### config.mk
export PLATFORM = sky130hd
export DESIGN_NAME = modular_inverse_ext_euclid_top
export DESIGN_NICKNAME = d
export VERILOG_FILES = /design/src/rtl/mie_pkg.sv /design/src/rtl/modular_inverse_ext_euclid_top.sv
export VERILOG_INCLUDE_DIRS = /design/src /design/src/rtl
export SDC_FILE = /design/constraint.sdc
export NUM_CORES = 1
export LEC_CHECK = 0
export BUFFER_PORTS_ARGS = -buffer_cell sky130_fd_sc_hd__buf_4
export CORE_AREA = 2 2 146 148
export CTS_BUF_LIST = sky130_fd_sc_hd__clkbuf_8
export CTS_CLUSTER_DIAMETER = 100
export DETAILED_ROUTE_END_ITERATION = 7
export DIE_AREA = 0 0 148 150
export HOLD_SLACK_MARGIN = 0.03
export PLACE_DENSITY_LB_ADDON = 0.1
export SETUP_SLACK_MARGIN = 0.3
export SLEW_MARGIN = 10
export SYNTH_ARGS = -nofsm -noshare
export SYNTH_HDL_FRONTEND = slang
export SYNTH_SLANG_ARGS = --single-unit
export TNS_END_PERCENT = 50
### constraint.sdc
create_clock -name clk_i -period 8.7 [get_ports clk_i]
set_input_delay 0.87 -clock clk_i [delete_from_list [all_inputs] [get_ports clk_i]]
set_output_delay 0.87 -clock clk_i [all_outputs]
set_load 0.02 [all_outputs]
### src/rtl/modular_inverse_ext_euclid_top_defines.svh
// Assertion macros for the modular inverse block.
`ifndef MODULAR_INVERSE_EXT_EUCLID_TOP_DEFINES_SVH
`define MODULAR_INVERSE_EXT_EUCLID_TOP_DEFINES_SVH

`ifndef SYNTHESIS
// Property checked at every rising clock edge, off while in reset.
`define MIE_ASSERT(lbl, prop) \
  lbl: assert property (@(posedge clk_i) disable iff (!rst_ni) prop) \
    else $error("modular inverse check failed");
// Implication of the form a |-> b.
`define MIE_ASSERT_IMP(lbl, ante, cons) \
  `MIE_ASSERT(lbl, (ante) |-> (cons))
`else
`define MIE_ASSERT(lbl, prop)
`define MIE_ASSERT_IMP(lbl, ante, cons)
`endif

`endif

### src/rtl/mie_pkg.sv
// Package for the modular inverse block: defaults and sequencer states.
package mie_pkg;

  localparam int WIDTH_DEF = 16;
  localparam int MOD_RESET = 7919;

  typedef enum logic [5:0] {
    S_IDLE = 6'b000001,
    S_DIV  = 6'b000010,
    S_UPD  = 6'b000100,
    S_STEP = 6'b001000,
    S_FIX  = 6'b010000,
    S_OUT  = 6'b100000
  } state_e;

endpackage

### src/rtl/modular_inverse_ext_euclid_top.sv
// Modular inverse by the extended Euclidean algorithm, iterative datapath.
//
// Use:
//   Configuration: cfg_we_i/cfg_wdata_i write the modulus (reset 7919). Write
//   it only while the block is idle and no word is in flight.
//   Input: value_valid_i/value_ready_o carry one word, value_i. Ready is high
//   only while the sequencer is idle; one word is worked on at a time.
//   Output: result_valid_o/result_ready_i carry inverse_o and no_inverse_o.
//   The result sits in an output register, so the next word may be accepted
//   while it waits; the sequencer only holds in its last state if a second
//   result is finished before the first was taken.
// Sequence (W = WIDTH):
//   The value is first reduced modulo the modulus by a pass of the shared
//   shift-subtract divider, then each Euclid step takes a pass of the same
//   divider (quotient bits MSB first, the coefficient product built alongside
//   by shift-add) followed by the update state and the test state.
//   The number of Euclid steps is at most about 1.44 * W. Without an inverse
//   the fix-up state is skipped; a modulus below two goes from idle straight
//   to the output state. Ready for the next word rises with result valid.
// Reset: asynchronous, active low; clears sequencer and output valid, loads the modulus.
module modular_inverse_ext_euclid_top #(
  parameter int WIDTH = mie_pkg::WIDTH_DEF
) (
  input  logic             clk_i,
  input  logic             rst_ni,
  input  logic             cfg_we_i,
  input  logic [WIDTH-1:0] cfg_wdata_i,
  input  logic             value_valid_i,
  output logic             value_ready_o,
  input  logic [WIDTH-1:0] value_i,
  output logic             result_valid_o,
  input  logic             result_ready_i,
  output logic [WIDTH-1:0] inverse_o,
  output logic             no_inverse_o
);

  import mie_pkg::*;

  localparam int CntW = $clog2(WIDTH);
  localparam int MW   = WIDTH + 1;   // coefficient magnitudes, one spare bit

  state_e           state_q;
  logic [WIDTH-1:0] mod_q;     // configured modulus
  logic [WIDTH-1:0] m_q;       // modulus captured for the word at work
  logic [WIDTH-1:0] r0_q, r1_q;
  logic [WIDTH-1:0] dvd_q, rem_q;
  logic [MW-1:0]    mag0_q, mag1_q, prod_q;
  logic             neg0_q, neg1_q;
  logic             red_q;     // divider pass is the initial reduction
  logic             fail_q;
  logic [CntW-1:0]  cnt_q;
  logic [WIDTH-1:0] inv_q;
  logic             noinv_q, ovalid_q;

  // Shared divider step: one quotient bit and one shift-add of the product.
  logic [WIDTH:0]   rem_sh;
  logic [WIDTH+1:0] diff;
  logic             qbit;
  logic [WIDTH-1:0] rem_d;
  logic [MW-1:0]    prod_d;
  logic [MW-1:0]    mag_sum;
  logic [MW-1:0]    mag_red;
  logic [MW-1:0]    m_ext;
  logic             out_free;

  assign rem_sh  = {rem_q, dvd_q[WIDTH-1]};
  assign diff    = {1'b0, rem_sh} - {2'b00, r1_q};
  assign qbit    = ~diff[WIDTH+1];
  assign rem_d   = qbit ? diff[WIDTH-1:0] : rem_sh[WIDTH-1:0];
  assign prod_d  = {prod_q[MW-2:0], 1'b0} + (qbit ? mag1_q : '0);
  assign mag_sum = mag0_q + prod_q;
  assign m_ext   = {1'b0, m_q};
  // the final coefficient never exceeds the modulus, one subtract suffices
  assign mag_red = (mag0_q >= m_ext) ? (mag0_q - m_ext) : mag0_q;
  assign out_free = ~ovalid_q | result_ready_i;

  assign value_ready_o  = (state_q == S_IDLE);
  assign result_valid_o = ovalid_q;
  assign inverse_o      = inv_q;
  assign no_inverse_o   = noinv_q;

  always_ff @(posedge clk_i or negedge rst_ni) begin
    if (!rst_ni) begin
      mod_q <= WIDTH'(MOD_RESET);
    end else if (cfg_we_i) begin
      mod_q <= cfg_wdata_i;
    end
  end

  always_ff @(posedge clk_i or negedge rst_ni) begin
    if (!rst_ni) begin
      ovalid_q <= 1'b0;
    end else if (state_q == S_OUT && out_free) begin
      ovalid_q <= 1'b1;
    end else if (result_ready_i) begin
      ovalid_q <= 1'b0;
    end
  end

  always_ff @(posedge clk_i or negedge rst_ni) begin
    if (!rst_ni) begin
      state_q <= S_IDLE;
      red_q   <= 1'b0;
      fail_q  <= 1'b0;
      cnt_q   <= '0;
    end else begin
      case (state_q)
        S_IDLE: begin
          if (value_valid_i) begin
            m_q <= mod_q;
            if (mod_q < WIDTH'(2)) begin
              fail_q  <= 1'b1;
              state_q <= S_OUT;
            end else begin
              fail_q  <= 1'b0;
              red_q   <= 1'b1;
              r1_q    <= mod_q;
              dvd_q   <= value_i;
              rem_q   <= '0;
              prod_q  <= '0;
              cnt_q   <= CntW'(WIDTH - 1);
              state_q <= S_DIV;
            end
          end
        end
        S_DIV: begin
          rem_q  <= rem_d;
          dvd_q  <= {dvd_q[WIDTH-2:0], 1'b0};
          prod_q <= prod_d;
          cnt_q  <= cnt_q - CntW'(1);
          if (cnt_q == '0) begin
            state_q <= S_UPD;
          end
        end
        S_UPD: begin
          r1_q <= rem_q;
          if (red_q) begin
            red_q  <= 1'b0;
            r0_q   <= m_q;
            mag0_q <= '0;
            mag1_q <= MW'(1);
            neg0_q <= 1'b1;
            neg1_q <= 1'b0;
          end else begin
            r0_q   <= r1_q;
            mag0_q <= mag1_q;
            mag1_q <= mag_sum;
            neg0_q <= neg1_q;
            neg1_q <= ~neg1_q;
          end
          state_q <= S_STEP;
        end
        S_STEP: begin
          if (r1_q != '0) begin
            dvd_q   <= r0_q;
            rem_q   <= '0;
            prod_q  <= '0;
            cnt_q   <= CntW'(WIDTH - 1);
            state_q <= S_DIV;
          end else if (r0_q != WIDTH'(1)) begin
            fail_q  <= 1'b1;
            state_q <= S_OUT;
          end else begin
            mag0_q  <= mag_red;
            state_q <= S_FIX;
          end
        end
        S_FIX: begin
          // negative coefficient folds back into 0..m-1
          if (neg0_q && mag0_q != '0) begin
            mag0_q <= m_ext - mag0_q;
          end
          state_q <= S_OUT;
        end
        S_OUT: begin
          if (out_free) begin
            inv_q   <= fail_q ? '0 : mag0_q[WIDTH-1:0];
            noinv_q <= fail_q;
            state_q <= S_IDLE;
          end
        end
        default: begin
          state_q <= S_IDLE;
        end
      endcase
    end
  end

`include "modular_inverse_ext_euclid_top_defines.svh"

  `MIE_ASSERT_IMP(a_noinv_zero, result_valid_o && no_inverse_o, inverse_o == '0)
  `MIE_ASSERT_IMP(a_inv_range, result_valid_o && !no_inverse_o, inverse_o < m_q)
  `MIE_ASSERT_IMP(a_div_nonzero, state_q == S_DIV, r1_q != '0)
  `MIE_ASSERT_IMP(a_rem_below, state_q == S_DIV, rem_q < r1_q)

endmodule

==> impl_metrics.ini, run 1 <==
[sta]
layout_worst_path_cycle_share_pct = 51.67
maxClockFrequency_ghz = 0.2225
fin_worst_skew_ps = 17.20
final-setup-viol-count = 0
hold_fails_final_rpt = 0
drv_slew = 0
grt_setup_unrepaired = false
max_slew.worst_pin.slew_ps = 1106
slew_hr_pct = 26.06
tns_ps = 0
post-route-min-period_ps = 4495

[global_routing]
grt_pass1_wl_mm = 46.74
grt_max_degree = 56
gr-total-overflow = 0
vias_in_the_first_global_route = 8457
number_of_antenna_violations_at_the_first_check_in_global_routing = 1
gr-usage-all-layers_pct = 27.59

[floorplan]
die_h_um = 150
die_x_um = 148
i_o_pins = 56
number_of_placement_rows = 53
placeableCoreArea_um2 = 20690
die_area_um2 = 22200
initial_utilization_pct = 54.08

[logic_synthesis]
netlist_area_um2 = 11190
synth.distinct_cells = 74
synth-main-ff-cell = sky130_fd_sc_hd__edfxtp_1
synth_sequential_area_ratio_pct = 46.88
warning_count_from_the_yosys_run = 0
synth_nets = 1221
postSynthCellCount = 1099
synth_area_per_cell_um2 = 10.18
ys_seq_elements = 179
number_of_synthesized_flops_with_an_enable_pin = 150
postSynth.asyncResetShare_pct = 16.20

[routing]
detail_route.wirelength_mm = 29.43
detail_route.first_pass.iterations = 5
drc_errors = 0
antenna_nets_post_route = 0
route.detailed.wl_per_inst_um = 20.59
drt-initial-drc-count = 609
drt-vias-per-instance = 6.069
route.vias.total = 8672

[pwr]
vdd_ir_drop_max_uv = 112.9
switch_share_pct = 39.59
portion_of_total_power_attributed_to_the_clock_network_pct = 20.7
p_sw_mw = 1.168
combinationalPowerShare_pct = 38.0
p_seq_share_pct = 41.2
leak_pwr_nw = 5.150
power_report.internal_total_mw = 1.783
cellPowerDensity_nw_per_um2 = 239.9

[min_path]
worst_hold_path_type = input port to async pin

[cts]
cts_htree_levels = 4
clk_lat_worst_skew_ps = 490
tritoncts_clock_tree = done
path_clk_slew_ps = 120
cts_inserted_buffers = 17
cts-hold-fix-buffers = 0
cts_root_buf = sky130_fd_sc_hd__clkbuf_8
ctsLongestPathBuffers = 2
cts_num_sinks = 179
postCtsSetupBuffers = 0
ctsResizeCount = 0

[cells_and_area]
final_core_util_pct = 59.45
largest_registers_in_the_final_layout = mag0_q (17), mag1_q (17), prod_q (17)
seqCellArea_um2 = 5245
filler_cells = 1814
most-common-layout-cells = sky130_fd_sc_hd__edfxtp_1, sky130_fd_sc_hd__nand2_1, sky130_fd_sc_hd__nor2_1
num_antenna_cells = 0
fin_cells = 1429
multiInputGateArea_um2 = 5488
area_growth_pct = 9.941
final_layout_size_suffix_gt1_share_pct = 12.82
layout.cells.most_common = sky130_fd_sc_hd__edfxtp_1
final_nets = 1263

[critical_path]
endpoint_kind = flip-flop
critical_path_class = flip-flop to flip-flop
worstPathCellList = inv_1 -> ha_1 -> nor2b_1 -> o31a_1 -> o31a_1 -> a211oi_2 -> o21ai_4 -> and2_1 -> ha_1 -> o21ai_1 -> o21bai_1 -> a21oi_2 -> o31ai_1 -> a221oi_2 -> xnor3_1 -> and2_1
arrival_ps = 4750
timing.critical_path.required_ps = 8960
timing.reg2reg.worst_path_depth = 16
critical-path-max-stage-delay_ps = 560
startpoint_type = flip-flop
timing.critical_path.fanout_max = 16
crit-reg2reg-launch = r1_q[1]
critical_path.reg2reg.endpoint = prod_q[16]
rrSetupSlack_ps = 4200
slowest_stage = sky130_fd_sc_hd__o31ai_1

[place]
detailedPlacementHpwl_mm = 22.03
place.gp.congestion = 0.9692
place.port_buffers = 55
placed_cells = 1397

[status]
status = completed

[run]
maxCapViolations = 0
layer usage:
layer | part of all wire, % | GRT usage, % | up-vias
met4 | 2.3 | 9.619 | 0
met2 | 49 | 46.69 | 266
met3 | 5.4 | 4.024 | 49
met1 | 43 | 36.45 | 4236
li1 | - | - | 4121
met5 | 0 | 0 | -
power groups by stage:
| stage | clock (mW) | combinational, mW | sequential (mW) |
|---|---|---|---|
| finish | 0.612 | 1.12 | 1.22 |
| global route | 0.651 | 1.25 | 1.23 |
| CTS | 0.623 | 1.12 | 1.22 |
| detailed placement | 0 | 1.11 | 1.23 |
| global placement | 0 | 1.10 | 1.23 |
| floorplan | 0 | 0.863 | 1.18 |
worst max-delay path, delay by kind of cell, from the launching register on:
family                   cells  cell delay (ps)
AO/OA/AOI/OAI                9             2260
XOR/XNOR                     1              360
adder cells (fa/ha/maj)      2              580
buffers and inverters        1              100
flip-flops                   1              450
AND/OR/NAND/NOR              3              520
cells in the mapped netlist (all sizes together), types with 16 or more instances:
| master | n | area, µm² |
|---|---|---|
| inv | 72 | 270.3 |
| mux2 | 19 | 214.0 |
| and2 | 23 | 143.9 |
| edfxtp | 150 | 4504 |
| nor4 | 17 | 106.4 |
| clkbuf | 30 | 112.6 |
| a21oi | 51 | 262.8 |
| xnor2 | 18 | 157.7 |
| ha | 80 | 1001 |
| nor2 | 95 | 356.6 |
| a21o | 29 | 217.7 |
| a22oi | 18 | 135.1 |
| nand2b | 16 | 100.1 |
| dfrtp | 17 | 425.4 |
| nand2 | 131 | 491.7 |
| o21ai | 66 | 341.6 |
| xor2 | 23 | 201.4 |
final cells by class:
class | count | area share, %
timing repair buffer | 68 | 4.150
inverter | 72 | 2.197
clock buffer | 17 | 1.902
multi-input combinational | 803 | 44.61
clock inverter | 15 | 1.699
tap | 275 | 2.797
sequential | 179 | 42.64
worst max-delay path by stage:
stage                     cells after the start    start          to  slack (ps)
after floorplan                              17  r1_q[1]  prod_q[16]        4450
after global placement                       17  r1_q[1]  prod_q[15]        4340
after detailed placement                     16  r1_q[1]  prod_q[16]        4270
after CTS                                    16  r1_q[1]  prod_q[16]        4240
after global routing                         16  r1_q[1]  prod_q[16]        3880
final                                        16  r1_q[1]  prod_q[16]        4200
cells by family after synthesis:
| family | count (synthesis) | synth area share (%) |
|---|---|---|
| buffers and inverters | 117 | 4.138 |
| AND/OR/NAND/NOR | 367 | 15.59 |
| multiplexers | 30 | 2.896 |
| adder cells (fa/ha/maj) | 85 | 9.841 |
| XOR/XNOR | 42 | 3.411 |
| flip-flops | 179 | 46.88 |
| AO/OA/AOI/OAI | 279 | 17.24 |
through the flow:
stage	total power [mW]	cell area [µm²]	hold WS [ps]	setup WS [ps]
after floorplan	2.045	11190	423.1	4454
after global placement	2.330	11860	487.9	4341
after detailed placement	2.343	11860	495.0	4268
after CTS	2.955	12300	293.6	4238
after global routing	3.134	12300	309.2	3879
final	2.951	12300	298.4	4205
Power figures use the tool's default switching activity.
==> run 2: changes to the inputs <==
ABC_AREA = 1   (was unset)
CORE_AREA = 2 2 149 151   (was 2 2 146 148)
DIE_AREA = 0 0 151 153   (was 0 0 148 150)
clock period = 3.8 ns   (was 8.7 ns; I/O delays follow)
==> impl_metrics.ini, run 2 <==
[status]
status = completed

[cells_and_area]
num_antenna_cells = 0
area_growth_pct = 10.75
most-common-layout-cells = sky130_fd_sc_hd__nand2_1, sky130_fd_sc_hd__inv_1, sky130_fd_sc_hd__edfxtp_1
final_nets = 1582
largest_registers_in_the_final_layout = mag0_q (17), mag1_q (17), prod_q (17)
seqCellArea_um2 = 5245
filler_cells = 1963
multiInputGateArea_um2 = 5429
fin_cells = 1753
final_layout_size_suffix_gt1_share_pct = 10.93
layout.cell_area.non_filler_um2 = 12840
layout.cells.most_common = sky130_fd_sc_hd__nand2_1

[sta]
finalHoldWorstSlack_ps = 102.4
final-setup-viol-count = 0
drv_slew = 0
slew_hr_pct = 61.23
layout_worst_path_cycle_share_pct = 85.08
fin_worst_skew_ps = 21.36
tns_ps = 0
hold_fails_final_rpt = 0
max_slew.worst_pin.slew_ps = 575.4
grt_setup_unrepaired = true
maxClockFrequency_ghz = 0.3093
post-route-min-period_ps = 3233

[cts]
ctsLongestPathBuffers = 2
clk_lat_worst_skew_ps = 490
cts_num_sinks = 179
path_clk_slew_ps = 130
cts_htree_levels = 4
cts_inserted_buffers = 17
tritoncts_clock_tree = done
cts_root_buf = sky130_fd_sc_hd__clkbuf_8

[logic_synthesis]
warning_count_from_the_yosys_run = 0
ys_seq_elements = 179
post_synth_most_frequent_cells = sky130_fd_sc_hd__nand2_1, sky130_fd_sc_hd__inv_1, sky130_fd_sc_hd__edfxtp_1
synth.top_cells.by_area = sky130_fd_sc_hd__edfxtp_1, sky130_fd_sc_hd__nand2_1, sky130_fd_sc_hd__ha_1, sky130_fd_sc_hd__inv_1, sky130_fd_sc_hd__a21oi_1
synth_most_common_cell = sky130_fd_sc_hd__nand2_1
synth.distinct_cells = 54
synth_area_per_cell_um2 = 8.290
synth_nets = 1521
synth-main-ff-cell = sky130_fd_sc_hd__edfxtp_1
postSynthCellCount = 1399
number_of_synthesized_flops_with_an_enable_pin = 150
postSynth.asyncResetShare_pct = 16.20
synth_sequential_area_ratio_pct = 45.23
netlist_area_um2 = 11600
post-synth-top-area-cell = sky130_fd_sc_hd__edfxtp_1
netlist.area_leader.share_pct = 38.84

[pwr]
cellPowerDensity_nw_per_um2 = 656.1
p_sw_mw = 3.820
switch_share_pct = 45.34
power_report.internal_total_mw = 4.606
combinationalPowerShare_pct = 47.0
vdd_ir_drop_max_uv = 337.9
portion_of_total_power_attributed_to_the_clock_network_pct = 16.8
report.power.total_mw = 8.426
leak_pwr_nw = 5.745
p_seq_share_pct = 36.1

[routing]
detail_route.first_pass.iterations = 5
route.vias.total = 10010
detail_route.wirelength_mm = 31.46
antenna_nets_post_route = 0
drt-vias-per-instance = 5.710
route.detailed.wl_per_inst_um = 17.95
drt-initial-drc-count = 1037
drc_errors = 0

[critical_path]
endpoint_kind = flip-flop
timing.critical_path.fanout_max = 5
startpoint_type = flip-flop
arrival_ps = 3480
critical_path_class = flip-flop to flip-flop
timing.critical_path.required_ps = 4040

[floorplan]
initial_utilization_pct = 53.98
placeableCoreArea_um2 = 21490
die_h_um = 153
die_area_um2 = 23100
i_o_pins = 56
number_of_placement_rows = 54
die_x_um = 151

[place]
area_post_placement_um2 = 12330
placed_cells = 1718
place.gp.congestion = 0.9350
place.port_buffers = 55
detailedPlacementHpwl_mm = 24.45

[run]
maxCapViolations = 0

[global_routing]
vias_in_the_first_global_route = 9262
grt_pass1_wl_mm = 49.90
gr-usage-all-layers_pct = 28.20
grt_max_degree = 39
gr-total-overflow = 0
number_of_antenna_violations_at_the_first_check_in_global_routing = 0

[min_path]
worst_hold_path_type = input port to flip-flop
run 2: cell types whose count changed in the layout (fill, tap and decap cells not counted), moves of 20 or more:
cell / before / now
sky130_fd_sc_hd__a21o_1: 29 / 6
sky130_fd_sc_hd__a21oi_1: 49 / 114
sky130_fd_sc_hd__and2_1: 22 / 2
sky130_fd_sc_hd__inv_1: 72 / 202
sky130_fd_sc_hd__nand2_1: 131 / 297
sky130_fd_sc_hd__nand3_1: 13 / 81
sky130_fd_sc_hd__nor2_1: 95 / 124
sky130_fd_sc_hd__o211ai_1: 4 / 25
sky130_fd_sc_hd__o21ai_0: 51 / 108
run 2: stage by stage:
| step | utilization, % | setup slack, ps |
|---|---|---|
| 2_1_floorplan | - | 725.3 |
| 3_3_place_gp | 57.40 | 585.3 |
| 3_5_place_dp | 57.40 | 459.8 |
| 4_1_cts | 59.54 | 425.3 |
| 5_1_grt | 59.78 | 255.6 |
| 6_report | 59.78 | 566.8 |
run 2: cell families (layout without fill, tap and decap cells):
logic type      after synthesis  after routing  synth area share [%]
flops                       179            179                 45.23
compound gates              305            305                 14.61
simple gates                568            568                 21.05
buf+inv                     246            320                 8.415
xor+xnor                     16             16                 1.208
fa+ha+maj                    85             85                 9.494
run 2: critical path, cell delays in order, from the launching register on:
cell and delay [ps]:
sky130_fd_sc_hd__edfxtp_1 390, sky130_fd_sc_hd__inv_1 190, sky130_fd_sc_hd__ha_1 330, sky130_fd_sc_hd__nand2_1 170
sky130_fd_sc_hd__nor3_2 70, sky130_fd_sc_hd__and2_1 150, sky130_fd_sc_hd__nand2_2 80, sky130_fd_sc_hd__nand2_4 50
sky130_fd_sc_hd__inv_2 80, sky130_fd_sc_hd__nor2_1 50, sky130_fd_sc_hd__ha_1 220, sky130_fd_sc_hd__fa_2 370
sky130_fd_sc_hd__nand3_1 110, sky130_fd_sc_hd__nand3_1 140, sky130_fd_sc_hd__a21oi_2 190, sky130_fd_sc_hd__o21ai_0 140
sky130_fd_sc_hd__nand2_1 110, sky130_fd_sc_hd__nand2_1 50, sky130_fd_sc_hd__nand2_1 60, sky130_fd_sc_hd__a21oi_1 60
run 2: layer usage:
metal | routed length, µm | vias to the layer above | global-route usage, %
li1 | - | 4851 | -
met1 | 14760 | 4700 | 42.87
met2 | 13480 | 410 | 41.97
met3 | 2438 | 48 | 3.642
met4 | 784 | 0 | 8.812
met5 | 0 | - | 0
run 2: power by group through the flow:
stage               combinational [mW]  sequential, mW  clock, mW
detailed placement                3.83            3.08          0
finish                            3.96            3.05       1.42
global route                      4.47            3.09       1.50
floorplan                         2.95            2.95          0
global placement                  3.78            3.06          0
CTS                               3.86            3.04       1.45
run 2: final cells by class:
| type | count | share of cell area [%] |
|---|---|---|
| Clock buffer | 17 | 1.822 |
| Clock inverter | 15 | 1.685 |
| Inverter | 213 | 6.225 |
| Multi-Input combinational cell | 974 | 42.27 |
| Sequential cell | 179 | 40.84 |
| Tap cell | 280 | 2.728 |
| Timing Repair Buffer | 75 | 4.433 |
run 2: path summary, 6_finish.rpt:
| check | startpoint | endpoint | slack, ps | depth (start not counted) |
|---|---|---|---|---|
| max in group asynchronous | rst_ni | mod_q[0] | 3050 | 2 |
| min | cfg_wdata_i[12] | mod_q[12] | 100 | 3 |
| max | r1_q[13] | prod_q[13] | 570 | 19 |
| min in group asynchronous | rst_ni | cnt_q[0] | 390 | 2 |
| max reg2reg | r1_q[13] | prod_q[13] | 570 | 19 |
| min reg2reg | mod_q[4] | m_q[4] | 470 | 0 |
run 2: timing repair:
action                     in CTS  in global routing
hold endpoints to repair       17                  0
hold buffers                    1                  0
gates resized for setup         0                  9
buffers inserted                0                  2
setup endpoints to repair       0                  8
==> run 3: changes to the inputs <==
ABC_AREA = unset   (was 1)
CORE_AREA = 2 2 146 148   (was 2 2 149 151)
DIE_AREA = 0 0 148 150   (was 0 0 151 153)
HOLD_SLACK_MARGIN = unset   (was 0.03)
==> impl_metrics.ini, run 3 (synthesized netlist as in run 1, its figures left out) <==
[critical_path]
slowest_stage = sky130_fd_sc_hd__edfxtp_1
rrSetupSlack_ps = -160
endpoint_kind = flip-flop
crit-reg2reg-launch = rem_q[0]
critical_path_class = flip-flop to flip-flop
timing.critical_path.required_ps = 4030
timing.reg2reg.worst_path_depth = 17
startpoint_type = flip-flop
timing.critical_path.fanout_max = 6
critical-path-max-stage-delay_ps = 450
startpoint = rem_q[0]
critical_path.reg2reg.endpoint = prod_q[15]
worstPathCellList = ha_4 -> nor2b_4 -> o31a_1 -> o31a_1 -> a211oi_2 -> buf_4 -> o21ai_4 -> and2_4 -> ha_4 -> fa_2 -> a21o_1 -> a21o_1 -> a21oi_2 -> o31ai_2 -> o41ai_2 -> xor2_1 -> nor2_1
arrival_ps = 4180

[status]
status = complete, but fails checks
failed_checks = setup timing

[min_path]
timing.hold.worst_path_depth = 2
worst_hold_path_type = input port to flip-flop
hold_path.startpoint = cfg_wdata_i[0]
worstHoldEndpoint = mod_q[0]

[sta]
layout_worst_path_cycle_share_pct = 104.1
slew_hr_pct = 34.57
final-setup-viol-count = 8
worst_slack_ps = -156.9
max_slew.worst_pin.slew_ps = 977.9
finalHoldWorstSlack_ps = 129.2
hold_fails_final_rpt = 0
grt_setup_unrepaired = true
drv_slew = 0
fin_worst_skew_ps = 17.47
post-route-min-period_ps = 3957
maxClockFrequency_ghz = 0.2527

[cells_and_area]
multiInputGateArea_um2 = 5705
seqCellArea_um2 = 5245
final_layout_size_suffix_gt1_share_pct = 20.75
area_growth_pct = 17.32
largest_registers_in_the_final_layout = mag0_q (17), mag1_q (17), prod_q (17)
layout.cells.most_common = sky130_fd_sc_hd__edfxtp_1
final_nets = 1343
num_antenna_cells = 0
most-common-layout-cells = sky130_fd_sc_hd__edfxtp_1, sky130_fd_sc_hd__buf_4, sky130_fd_sc_hd__nand2_1
filler_cells = 1732
layout.cell_area.non_filler_um2 = 13130

[pwr]
portion_of_total_power_attributed_to_the_clock_network_pct = 19.4
report.power.total_mw = 7.279
power_report.internal_total_mw = 4.540
p_seq_share_pct = 38.2
switch_share_pct = 37.63
combinationalPowerShare_pct = 42.4
cellPowerDensity_nw_per_um2 = 554.6
p_sw_mw = 2.739
leak_pwr_nw = 5.576
vdd_ir_drop_max_uv = 269.9

[cts]
ctsLongestPathBuffers = 2
cts_num_sinks = 179
cts_root_buf = sky130_fd_sc_hd__clkbuf_8
clk_lat_worst_skew_ps = 480
path_clk_slew_ps = 110
cts_inserted_buffers = 17
cts_htree_levels = 4
tritoncts_clock_tree = done

[routing]
drt-initial-drc-count = 571
antenna_nets_post_route = 0
detailroute.wirelength.met2_mm = 14.37
drc_errors = 0
detail_route.wirelength.met1_mm = 13.36
drt-vias-per-instance = 5.944
route.top_layer_used = met4
detail_route.wirelength_mm = 29.93
met3_length_mm = 1.519
detail_route.first_pass.iterations = 5
route.detailed.wl_per_inst_um = 19.84
route.vias.total = 8970

[floorplan]
placeableCoreArea_um2 = 20690
i_o_pins = 56
die_h_um = 150
initial_utilization_pct = 54.08
die_area_um2 = 22200
number_of_placement_rows = 53
die_x_um = 148

[place]
place.port_buffers = 55
detailedPlacementHpwl_mm = 22.68
place.gp.congestion = 0.9744
area_post_placement_um2 = 12410

[global_routing]
gr-usage-all-layers_pct = 27.98
grt_max_degree = 39
grt_pass1_wl_mm = 47.58
vias_in_the_first_global_route = 8741
gr-total-overflow = 0
number_of_antenna_violations_at_the_first_check_in_global_routing = 0

[run]
maxCapViolations = 0
## run 3: changes by cell type in the layout (fill, tap and decap cells not counted), sizes merged, moves of 23 or more
cell,previous run,this run
nand2,304,131
inv,219,78
buf,74,146
nand3,83,13
a21oi,117,51
o21ai,123,67
nor2,128,95
a21o,6,29
## run 3: critical path, delay by kind of cell (launching register included)
kind,cells,cell delay [ps]
AO/OA/AOI/OAI,9,1800
AND/OR/NAND/NOR,3,360
adder cells (fa/ha/maj),3,780
XOR/XNOR,1,180
buffers and inverters,1,160
flip-flops,1,450
## run 3: power by group through the flow
stage | logic [mW] | clock network, mW | registers, mW
2_1_floorplan | 2.01 | 0 | 2.71
3_3_place_gp | 2.83 | 0 | 2.81
3_5_place_dp | 2.87 | 0 | 2.81
4_1_cts | 2.99 | 1.43 | 2.78
5_1_grt | 3.41 | 1.50 | 2.81
6_report | 3.08 | 1.41 | 2.78
## run 3: area by class of cell
class,instances,area share (%)
clock buffers,18,1.887
inverters,72,2.059
well taps,275,2.621
flip-flops and latches,179,39.96
multi-input cells,804,43.47
repair buffers,147,8.569
clock inverters,14,1.439
## run 3: timing repair
item	4_1_cts	5_1_grt
endpoints found under the hold margin	17	0
endpoints found under the setup margin	12	13
setup buffers	8	4
pin swaps	18	12
cloned	1	0
resized for setup	14	15
hold buffers	1	0
## run 3: worst max-delay path by stage
stage	cells after the start	end	slack (ps)
final	17	prod_q[15]	-160
after detailed placement	17	prod_q[15]	-310
after floorplan	18	prod_q[15]	-340
after CTS	17	prod_q[15]	-170
after global placement	18	prod_q[15]	-240
after global routing	17	prod_q[15]	-300
## run 3: through the flow
| step | cells | TNS [ps] | worst slack [ps] | util (%) |
|---|---|---|---|---|
| after detailed placement | 1463 | -1333 | -312.1 | 59.97 |
| after global routing | 1509 | -1834 | -297.0 | 63.44 |
| after global placement | 1463 | -952.1 | -237.3 | 59.97 |
| after floorplan | 1099 | -1344 | -344.4 | - |
| after CTS | 1505 | -539.9 | -168.5 | 62.89 |
| final | 1509 | -585.0 | -156.9 | 63.44 |
## run 3: metal layers
metal / vias to the layer above / track usage (%)
li1: 4277 / -
met1: 4380 / 38.20
met2: 265 / 46.67
met3: 48 / 4.512
met4: 0 / 7.524
met5: - / 0
